===== src/pts_pkg.sv =====
// types, codes and command structs shared by the periodic timer slot table
`default_nettype none
package pts_pkg;

	localparam int PERIOD_W = 16;
	localparam int SLOT_W   = 8;
	localparam int ID_W     = 3;

	typedef enum logic [1:0] {
		REQ_REGISTER = 2'd0,
		REQ_REMOVE   = 2'd1,
		REQ_TICK     = 2'd2,
		REQ_UNUSED   = 2'd3
	} req_type_t;

	typedef enum logic {
		KIND_REPLY  = 1'b0,
		KIND_EXPIRY = 1'b1
	} kind_t;

	typedef struct packed {
		logic [1:0]          req_type;
		logic [PERIOD_W-1:0] period;
		logic [SLOT_W-1:0]   slot;
	} req_t;

	typedef struct packed {
		logic            kind;
		logic [ID_W-1:0] slot_id;
		logic            full_res;
		logic            last;
	} res_t;

	typedef enum logic [2:0] {
		ST_IDLE,
		ST_ALLOC,
		ST_SCAN,
		ST_DRAIN,
		ST_FLUSH
	} state_t;

	typedef struct packed {
		logic start_alloc;
		logic start_tick;
		logic remove;
		logic alloc;
		logic scan;
		logic flush;
	} dp_cmd_t;

	typedef struct packed {
		logic idx_last;
		logic free;
	} dp_sts_t;

endpackage
`default_nettype wire


===== src/periodic_timer_slot_table_top.sv =====
// top level of the periodic timer slot table
//
// a request is taken as one transaction when start is high and busy is low;
// req carries the request type, a period for register and a slot for remove
// results leave on res, each valid for exactly one cycle while strobe is high;
// the receiver cannot stall, so results are never held back
// register: scans slots from 1 upward one per cycle until a free slot or the last
//   slot; the reply (slot number or full flag) follows in the next cycle
// remove: done in the accepting cycle, busy never rises, no result
// tick: sweeps every slot through the period and count memories one slot per
//   cycle, then drains and flushes; expiries come out at most one per cycle
//   in ascending slot order, the final one with last set in the cycle busy falls
// unused request type: ignored, no result
// reset: all slots free, no result pending; the count memory is not cleared,
//   every slot's count is written when it is claimed
`default_nettype none
module periodic_timer_slot_table_top #(
	parameter int NUM_SLOTS = 8
) (
	input  wire logic          clk,
	input  wire logic          arst_n,
	input  wire logic          start,
	input  wire pts_pkg::req_t req,
	output logic               busy,
	output logic               strobe,
	output pts_pkg::res_t      res
);
	import pts_pkg::*;

	dp_cmd_t cmd;
	dp_sts_t sts;

	pts_ctrl u_ctrl (
		.clk      (clk),
		.arst_n   (arst_n),
		.start    (start),
		.req_type (req.req_type),
		.sts      (sts),
		.cmd      (cmd),
		.busy     (busy)
	);

	pts_datapath #(
		.NUM_SLOTS (NUM_SLOTS)
	) u_datapath (
		.clk    (clk),
		.arst_n (arst_n),
		.cmd    (cmd),
		.req    (req),
		.sts    (sts),
		.strobe (strobe),
		.res    (res)
	);

endmodule
`default_nettype wire


===== src/pts_ctrl.sv =====
// controller state machine sequencing allocation scans and tick sweeps
`default_nettype none
module pts_ctrl (
	input  wire logic             clk,
	input  wire logic             arst_n,
	input  wire logic             start,
	input  wire logic [1:0]       req_type,
	input  wire pts_pkg::dp_sts_t sts,
	output pts_pkg::dp_cmd_t      cmd,
	output logic                  busy
);
	import pts_pkg::*;

	state_t state_q;
	state_t state_d;
	logic   accept;

	assign accept = start && (state_q == ST_IDLE);

	always_ff @(posedge clk or negedge arst_n) begin
		if (!arst_n) begin
			state_q <= ST_IDLE;
		end else begin
			state_q <= state_d;
		end
	end

	always_comb begin
		state_d = state_q;
		unique case (state_q)
			ST_IDLE: begin
				if (accept && req_type == REQ_REGISTER) begin
					state_d = ST_ALLOC;
				end else if (accept && req_type == REQ_TICK) begin
					state_d = ST_SCAN;
				end
			end
			ST_ALLOC: begin
				if (sts.free || sts.idx_last) begin
					state_d = ST_IDLE;
				end
			end
			ST_SCAN: begin
				if (sts.idx_last) begin
					state_d = ST_DRAIN;
				end
			end
			ST_DRAIN: begin
				state_d = ST_FLUSH;
			end
			ST_FLUSH: begin
				state_d = ST_IDLE;
			end
			default: begin
				state_d = ST_IDLE;
			end
		endcase
	end

	always_comb begin
		cmd         = '0;
		busy        = 1'b1;
		unique case (state_q)
			ST_IDLE: begin
				busy            = 1'b0;
				cmd.start_alloc = accept && (req_type == REQ_REGISTER);
				cmd.start_tick  = accept && (req_type == REQ_TICK);
				cmd.remove      = accept && (req_type == REQ_REMOVE);
			end
			ST_ALLOC: begin
				cmd.alloc = 1'b1;
			end
			ST_SCAN: begin
				cmd.scan = 1'b1;
			end
			ST_DRAIN: begin
				cmd.scan = 1'b0;
			end
			ST_FLUSH: begin
				cmd.flush = 1'b1;
			end
			default: begin
				busy = 1'b1;
			end
		endcase
	end

endmodule
`default_nettype wire


===== src/pts_datapath.sv =====
// slot table storage, slot index counter, counter update and result register
`default_nettype none
module pts_datapath #(
	parameter int NUM_SLOTS = 8
) (
	input  wire logic             clk,
	input  wire logic             arst_n,
	input  wire pts_pkg::dp_cmd_t cmd,
	input  wire pts_pkg::req_t    req,
	output pts_pkg::dp_sts_t      sts,
	output logic                  strobe,
	output pts_pkg::res_t         res
);
	import pts_pkg::*;

	localparam int SW = $clog2(NUM_SLOTS);
	localparam logic [SW-1:0] LAST_IDX = SW'(NUM_SLOTS - 1);

	logic [SW-1:0]       idx_q;
	logic [NUM_SLOTS-1:0] active_q;
	logic [PERIOD_W-1:0] per_q;
	logic [PERIOD_W-1:0] period_mem [NUM_SLOTS];
	logic [PERIOD_W-1:0] count_mem  [NUM_SLOTS];

	logic                valid_s1;
	logic [SW-1:0]       idx_s1;
	logic                act_s1;
	logic [PERIOD_W-1:0] period_s1;
	logic [PERIOD_W-1:0] count_s1;

	logic                pend_v_q;
	logic [SW-1:0]       pend_id_q;
	logic                strobe_q;
	res_t                res_q;

	logic                free;
	logic                idx_last;
	logic                claim;
	logic [PERIOD_W-1:0] cnt_inc;
	logic                expire;
	logic                cnt_we;
	logic [SW-1:0]       cnt_wa;
	logic [PERIOD_W-1:0] cnt_wd;
	logic                emit;
	res_t                res_d;

	assign free     = !active_q[idx_q];
	assign idx_last = (idx_q == LAST_IDX);
	assign claim    = cmd.alloc && free;
	assign cnt_inc  = count_s1 + PERIOD_W'(1);
	assign expire   = valid_s1 && act_s1 && (cnt_inc >= period_s1);
	assign cnt_we   = claim || (valid_s1 && act_s1);
	assign cnt_wa   = claim ? idx_q : idx_s1;
	assign cnt_wd   = (claim || expire) ? '0 : cnt_inc;

	assign sts.free     = free;
	assign sts.idx_last = idx_last;

	always_comb begin
		emit  = 1'b0;
		res_d = '0;
		priority if (cmd.alloc && (free || idx_last)) begin
			emit           = 1'b1;
			res_d.kind     = KIND_REPLY;
			res_d.slot_id  = free ? ID_W'(idx_q) : '0;
			res_d.full_res = !free;
			res_d.last     = 1'b1;
		end else if (expire && pend_v_q) begin
			emit          = 1'b1;
			res_d.kind    = KIND_EXPIRY;
			res_d.slot_id = ID_W'(pend_id_q);
		end else if (cmd.flush && pend_v_q) begin
			emit          = 1'b1;
			res_d.kind    = KIND_EXPIRY;
			res_d.slot_id = ID_W'(pend_id_q);
			res_d.last    = 1'b1;
		end else begin
			emit = 1'b0;
		end
	end

	always_ff @(posedge clk or negedge arst_n) begin
		if (!arst_n) begin
			idx_q    <= '0;
			active_q <= '0;
			valid_s1 <= 1'b0;
			pend_v_q <= 1'b0;
			strobe_q <= 1'b0;
		end else begin
			if (cmd.start_alloc) begin
				idx_q <= SW'(1);
			end else if (cmd.start_tick) begin
				idx_q <= '0;
			end else if ((cmd.alloc && !free && !idx_last) || (cmd.scan && !idx_last)) begin
				idx_q <= idx_q + SW'(1);
			end
			if (cmd.remove && (req.slot < SLOT_W'(NUM_SLOTS))) begin
				active_q[req.slot[SW-1:0]] <= 1'b0;
			end else if (claim) begin
				active_q[idx_q] <= 1'b1;
			end
			valid_s1 <= cmd.scan;
			if (cmd.flush) begin
				pend_v_q <= 1'b0;
			end else if (expire) begin
				pend_v_q <= 1'b1;
			end
			strobe_q <= emit;
		end
	end

	always_ff @(posedge clk) begin
		if (cmd.start_alloc) begin
			per_q <= req.period;
		end
		idx_s1 <= idx_q;
		act_s1 <= active_q[idx_q];
		if (expire) begin
			pend_id_q <= idx_s1;
		end
		if (emit) begin
			res_q <= res_d;
		end
	end

	always_ff @(posedge clk) begin
		if (claim) begin
			period_mem[idx_q] <= per_q;
		end
		period_s1 <= period_mem[idx_q];
	end

	always_ff @(posedge clk) begin
		if (cnt_we) begin
			count_mem[cnt_wa] <= cnt_wd;
		end
		count_s1 <= count_mem[idx_q];
	end

	assign strobe = strobe_q;
	assign res    = res_q;

endmodule
`default_nettype wire

===== config.mk =====
export PLATFORM = sky130hd
export DESIGN_NAME = periodic_timer_slot_table_top
export DESIGN_NICKNAME = d
export VERILOG_FILES = /design/src/pts_pkg.sv /design/src/periodic_timer_slot_table_top.sv /design/src/pts_ctrl.sv /design/src/pts_datapath.sv
export SDC_FILE = /design/constraint.sdc
export NUM_CORES = 1
export LEC_CHECK = 0
export BUFFER_PORTS_ARGS = -buffer_cell sky130_fd_sc_hd__buf_2
export CAP_MARGIN = 30
export CELL_PAD_IN_SITES_DETAIL_PLACEMENT = 0
export CELL_PAD_IN_SITES_GLOBAL_PLACEMENT = 1
export CORE_UTILIZATION = 53
export DETAILED_ROUTE_END_ITERATION = 8
export PLACE_DENSITY = 0.87
export SLEW_MARGIN = 0
export SYNTH_ARGS = -nofsm -noshare
export SYNTH_HDL_FRONTEND = slang
export SYNTH_SLANG_ARGS = --single-unit

===== constraint.sdc =====
create_clock -name clk -period 3.6 [get_ports clk]
set_input_delay 0 -clock clk [delete_from_list [all_inputs] [get_ports clk]]
set_output_delay 0 -clock clk [all_outputs]
set_load 0.1 [all_outputs]

# --- After elaboration in Yosys (flattened, before gate mapping) ---
# Memory sizes are Yosys's and may differ from the RTL's. A register that Yosys moved wholly into a read port is not among the register bits.
# Cells that the tools add are included.
word_totals:
  regBits: 46
  ram_bits: 256
  output_inout_bits: 8
  word_cells: 102
  memories: 2
memory_table:
  columns: ["name", "depth", "word_bits", "rd", "rd_ports_with_merged_regs", "wr", "line_no", "text"]
  rows:
  - ["u_datapath.count_mem", 8, 16, 1, 1, 1, "pts_datapath.sv:23", "logic [PERIOD_W-1:0] count_mem [NUM_SLOTS];"]
  - ["u_datapath.period_mem", 8, 16, 1, 1, 1, "pts_datapath.sv:22", "logic [PERIOD_W-1:0] period_mem [NUM_SLOTS];"]
classes:
  n_addsub: 2
  magnitude_cmp: 6
  n_eq_ne: 10
  mux: 37
  bitwise: 3
  n_reduce_logical: 28
ops:
  columns: ["op", "count"]
  rows:
  - ["$mux W3", 11]
  - ["$mux W1", 17]
  - ["$add A16 B1 Y16 const B", 1]
  - ["$ge A16 B16 Y1", 1]
  - ["$logic_and A1 B1 Y1", 16]
  - ["$mux W16", 1]
  - ["$mux W8", 2]
  - ["$pmux W3 S4", 1]
  - ["$and A8 B8 Y8", 1]
  - ["$lt A3 B4 Y1 const B", 2]
  - ["$lt A8 B4 Y1 const B", 1]
  - ["$mux W4", 2]
  - ["$not A8 Y8", 1]
  - ["$or A8 B8 Y8", 1]
  - ["$demux W1 S3", 2]
  - ["$eq A3 B2 Y1 const B", 2]
  - ["$eq A3 B3 Y1 const B", 2]
  - ["$ge A3 B1 Y1 const B", 2]
  - ["$logic_or A1 B1 Y1", 4]
  - ["$ne A2 B1 Y1 const B", 2]
  - ["$reduce_bool A2 Y1", 2]
  - ["$add A3 B1 Y3 const B", 1]
  - ["$bmux W1 S3", 1]
  - ["$eq A3 B1 Y1 const B", 1]
  - ["8 further kinds", 9]

# --- Longest topological paths before layout ---
depth:
  word_depth: 8
  depth_mapped: 12
  ltp_nobuf: 10

# --- Hierarchy ---
# From an unflattened synthesis, not the netlist that was laid out.
unflattened:
  cells_unflattened: 798
  hier_area_um2: 12796.0
modules_own_cells:
  columns: ["module", "n_inst", "cells_per_inst", "area_each_um2", "seq_area_each_um2"]
  rows:
  - ["pts_datapath", 1, 779, 12605.8, 9509.1]
  - ["pts_ctrl", 1, 19, 190.2, 75.1]

# --- Least setup slack after synthesis ---
# Ideal clock, no wire load.
synth_timing:
  path_type: "flip-flop to flip-flop"
  from: "reg u_datapath.count_s1[2], read port of u_datapath.count_mem"
  to: "mem u_datapath.count_mem[0][10], data pin"
  setup_ns: 0.271
  arrival_time_ns: 2.745
  path_slack_ns: 0.584
  stages_incl_launch_ff: 12
  path_buffers: 2
  synth_period_minus_slack_ns: 3.016
  cell_sequence: "dfxtp_1 -> nand4_1 -> nor4_1 -> xor2_1 -> ha_1 -> nand4_1 -> or3_4 -> a2111oi_4 -> o311a_1 -> buf_4 -> buf_6 -> nor2_1"
synth_via:
  elab_chain_len: 5
synth_lines:
  columns: ["element", "line_no", "text"]
  rows:
  - ["start, declared", "pts_datapath.sv:29", "logic [PERIOD_W-1:0] count_s1;"]
  - ["$add A16 B1 Y16", "pts_datapath.sv:50", "assign cnt_inc = count_s1 + PERIOD_W'(1);"]
  - ["$ge A16 B16 Y1", "pts_datapath.sv:51", "assign expire = valid_s1 && act_s1 && (cnt_inc >= period_s1);"]
  - ["$logic_and A1 B1 Y1", "pts_datapath.sv:51", null]
  - ["net u_datapath.expire", "pts_datapath.sv:40", "logic expire;"]
  - ["$logic_or A1 B1 Y1", "pts_datapath.sv:54", "assign cnt_wd = (claim || expire) ? '0 : cnt_inc;"]
  - ["$mux W16", "pts_datapath.sv:54", null]
  - ["net u_datapath.cnt_wd[10]", "pts_datapath.sv:43", "logic [PERIOD_W-1:0] cnt_wd;"]
  - ["end, declared", "pts_datapath.sv:23", null]
# The timed path passes the listed nets, and every way through them passes these cells.

# --- Final worst setup path ---
layout_timing:
  from: "reg u_datapath.count_s1[0], read port of u_datapath.count_mem"
  to: "mem u_datapath.count_mem[6][15], data pin"
layout_via:
  elab_chain_len: 5
layout_lines:
  columns: ["element", "line_no"]
  rows:
  - ["$add A16 B1 Y16 *", "pts_datapath.sv:50"]
  - ["$ge A16 B16 Y1", "pts_datapath.sv:51"]
  - ["$logic_and A1 B1 Y1", "pts_datapath.sv:51"]
  - ["$logic_or A1 B1 Y1", "pts_datapath.sv:54"]
  - ["$mux W16 *", "pts_datapath.sv:54"]
  - ["net u_datapath.cnt_wd[15]", "pts_datapath.sv:43"]
# Mark *: on every way through the listed nets, which the timed path passes. The rest lies on a longest branch.

==> out/qor.csv <==
stage;metric;value;unit
grt;grt_max_degree;33;
logic_synthesis;async_flop_share;5.090;%
clock_tree;numCtsBuffers;34;
pwr;leakage;0.005076;uW
detailed_routing;drt_iter0_drc;693;
timing;tightestPinTransition;830.8;ps
timing;slew_headroom;44.43;%
finish;syn2layout_area_growth;17.36;%
worst_setup_path;crit_required;3820;ps
worst_setup_path;critPathKind;reg -> reg;
run_status;status;completed;
placement;dp_cells;1132;
clock_tree;clk_pin_slew;60;ps
logic_synthesis;synthFlopType;edfxtp_1;
grt;use_met2;40.10;%
worst_setup_path;end_kind;flip-flop;
pwr;power.density;818.7;nW/um^2
timing;whs;127.5;ps
clock_tree;insertion_delay;520;ps
grt;grtUsageTotal;23.86;%
detailed_routing;dr.pass1.iters;5;
floorplanning;start_util;54.64;%
grt;grt_most_used_layer;met2;
floorplanning;num_rows;55;
placement;place.gp.congestion;0.8883;
finish;layout-drive-gt1-share;16.65;%
clock_tree;clockRootBuffer;clkbuf_16;
worst_setup_path;cp_num_buf_inv;1;
grt;globalRouteMet1Util;32.68;%
hold_path;hp-class;in -> reg;
placement;dp_hpwl;15740;um
pwr;total_power;11990;uW
pwr;vdd_drop_max;445.1;uV
timing;tns;0;ps
grt;grt_antenna_before_repair;0;
job;max-cap-violations;0;
finish;fin_util;64.12;%
clock_tree;clockBufferDepth;3;
detailed_routing;avgViaCountPerCell;6.033;
detailed_routing;drc_errors;0;
grt;grt_pass1_wl;42280;um
floorplanning;die_h;155.5;um
worst_setup_path;critPathMaxFanout;13;
floorplanning;die_w;155.5;um
logic_synthesis;synth_area;12480;sq um
grt;grt_pass1_vias;7324;
logic_synthesis;synth_fp_nets;826;
logic_synthesis;postSynthAreaPerCell;16.05;sq um
detailed_routing;antenna_left;0;
finish;diodes;0;
worst_setup_path;crit_family;simple AND/OR/NAND/NOR gates;
worst_setup_path;start_kind;flip-flop;
finish;nets;929;
detailed_routing;wire_per_inst;22.97;um
timing;maxSlewViolCount;0;
worst_setup_path;crit_arrival;3580;ps
clock_tree;cts_tree;built;
logic_synthesis;ys_ff_latch;334;
logic_synthesis;synth_edf_count;281;
grt;met3_usage;2.981;%
floorplanning;io_pins;37;
timing;period_share;93.20;%
grt;grt_overflow_total;0;
floorplanning;dieArea;24170;sq um
clock_tree;clock_sinks;334;
worst_setup_path;cp_cell_sequence;ha_2 > nand3_1 > nor3_1 > xor2_1 > ha_1 > nand4_1 > or3_4 > a2111oi_4 > o311a_1 > buf_6 > nor2_1;
clock_tree;htreeDepth;2;
logic_synthesis;synth_cells;778;
detailed_routing;dr_total_vias;7360;
logic_synthesis;seq_area_frac_synth;76.78;%
placement;port_buffers;36;
timing;fmax;298.0;MHz
timing;timing.final.crit_period;3355;ps
timing;skew;26.07;ps
timing;setup_viol;0;
timing;rsz0062_at_grt;no;
timing;hold_viol_final;0;
worst_setup_path;cp_slowest_cell;dfxtp_1;
logic_synthesis;synth_cell_type_count;55;
floorplanning;core_area;22850;sq um
detailed_routing;routed_wl;28020;um
worst_setup_path;critPathMaxStageDelay;450;ps
logic_synthesis;yosys_warnings;0;
finish;layout.cells.non_filler;1220;
finish;n_fill_cell;1650;
## synth_stat cells, types with 3 or more instances
library cell  instances  area, sq um
clkbuf_1             28        105.1
and3_1                7        43.79
nand4_1              40        250.2
nor3_1               14        70.07
buf_2                 3        15.01
xnor2_1               7        61.31
nor4_1                3        18.77
a41oi_1               3        26.28
nand3_1              12        60.06
mux2i_1               6        60.06
inv_1                24        90.09
o21a_1                3        22.52
buf_4                 3        22.52
ha_1                 19        237.7
nand2_1              31        116.4
edfxtp_1            281         8438
xor2_1                7        61.31
a21oi_1              11        55.05
a22oi_1             128        960.9
o21ai_0              11        55.05
dfrtp_1              17        425.4
o22ai_1               4        25.02
dfxtp_1              36        720.7
nand2b_1             11        68.82
nor2_1               33        123.9
## worst paths after layout
| kind | from | to | slack [ps] | cells after the start |
|---|---|---|---|---|
| worst max-delay path | u_datapath.count_s1[0]$_DFF_P_ | u_datapath.count_mem[6][15]$_DFFE_PP_ | 240 | 11 |
| worst min-delay path | req[3] | u_datapath.active_q[7]$_DFFE_PN0P_ | 130 | 6 |
| worst max register to register | u_datapath.count_s1[0]$_DFF_P_ | u_datapath.count_mem[6][15]$_DFFE_PP_ | 240 | 11 |
| worst min register to register | u_datapath.count_mem[7][15]$_DFFE_PP_ | u_datapath.count_s1[15]$_DFF_P_ | 470 | 2 |
| max in group asynchronous | arst_n | u_datapath.active_q[5]$_DFFE_PN0P_ | 2390 | 3 |
| min in group asynchronous | arst_n | u_datapath.valid_s1$_DFF_PN0_ | 690 | 3 |
## final cells by class
| class | instances | area, sq um | area share, % |
|---|---|---|---|
| clock buffers | 47 | 939.7 | 6.414 |
| well taps | 313 | 391.6 | 2.673 |
| clock inverters | 15 | 200.2 | 1.366 |
| repair buffers | 102 | 744.5 | 5.082 |
| multi-input cells | 384 | 2695 | 18.40 |
| inverters | 25 | 95.09 | 0.6491 |
| flip-flops and latches | 334 | 9584 | 65.42 |
## logic make-up after synthesis
logic type / count (synthesis) / synth area share (%)
flops: 334 / 76.78
compound gates: 178 / 10.65
simple gates: 165 / 6.936
buf+inv: 60 / 1.995
fa+ha+maj: 19 / 1.904
xor+xnor: 14 / 0.9823
mux: 8 / 0.7517
## per-layer routing
metal	routed length, um	vias to the layer above
li1	-	3309
met1	11860	3709
met2	13680	295
met3	1993	47
met4	488	0
met5	0	-
## repair_timing
| action | in CTS | in global routing |
|---|---|---|
| resized for setup | 0 | 2 |
| setup endpoints to repair | 0 | 71 |
| buffers inserted | 0 | 0 |
| hold buffers | 26 | 0 |
| endpoints found under the hold margin | 44 | 0 |
## per-stage QoR
stage / setup slack (ps) / area (sq um)
floorplan: 584.3 / 12480
global placement: 310.8 / 13240
detailed placement: 201.0 / 13240
CTS: 172.8 / 14640
global route: 23.48 / 14650
finish: 244.8 / 14650
## layout by cell type, fill, tap and decap left out, types with 17 or more instances in the layout
cell / instances
edfxtp_1: 281
a22oi_1: 128
nand4_1: 40
buf_4: 39
buf_2: 36
dfxtp_1: 36
clkbuf_16: 34
nand2_1: 31
nor2_1: 30
dlygate4sd3_1: 26
inv_1: 24
ha_1: 18
dfrtp_1: 17
## sequential cells by signal, indices dropped and copies added, names as in the netlist, 3 cells and up
name	flops
u_datapath.count_mem	128
u_datapath.period_mem	128
u_datapath.count_s1	16
u_datapath.per_q	16
u_datapath.period_s1	16
u_datapath.active_q	8
u_datapath.res	6
u_ctrl.state_q	3
u_datapath.idx_q	3
u_datapath.idx_s1	3
u_datapath.pend_id_q	3
## report_power, final
group / switching, uW / internal (uW)
sequential: 319 / 5040
clock: 1400 / 2130
combinational: 2110 / 988
total: 3830 / 8160
## worst reg2reg max path, stage by stage, from the launching register on
cell       delay [ps]
dfxtp_1           450
ha_2              290
nand3_1           120
nor3_1            250
xor2_1            130
ha_1              320
nand4_1           110
or3_4             420
a2111oi_4         350
o311a_1           270
buf_6             200
nor2_1            160
(Power assumes the default switching activity.)
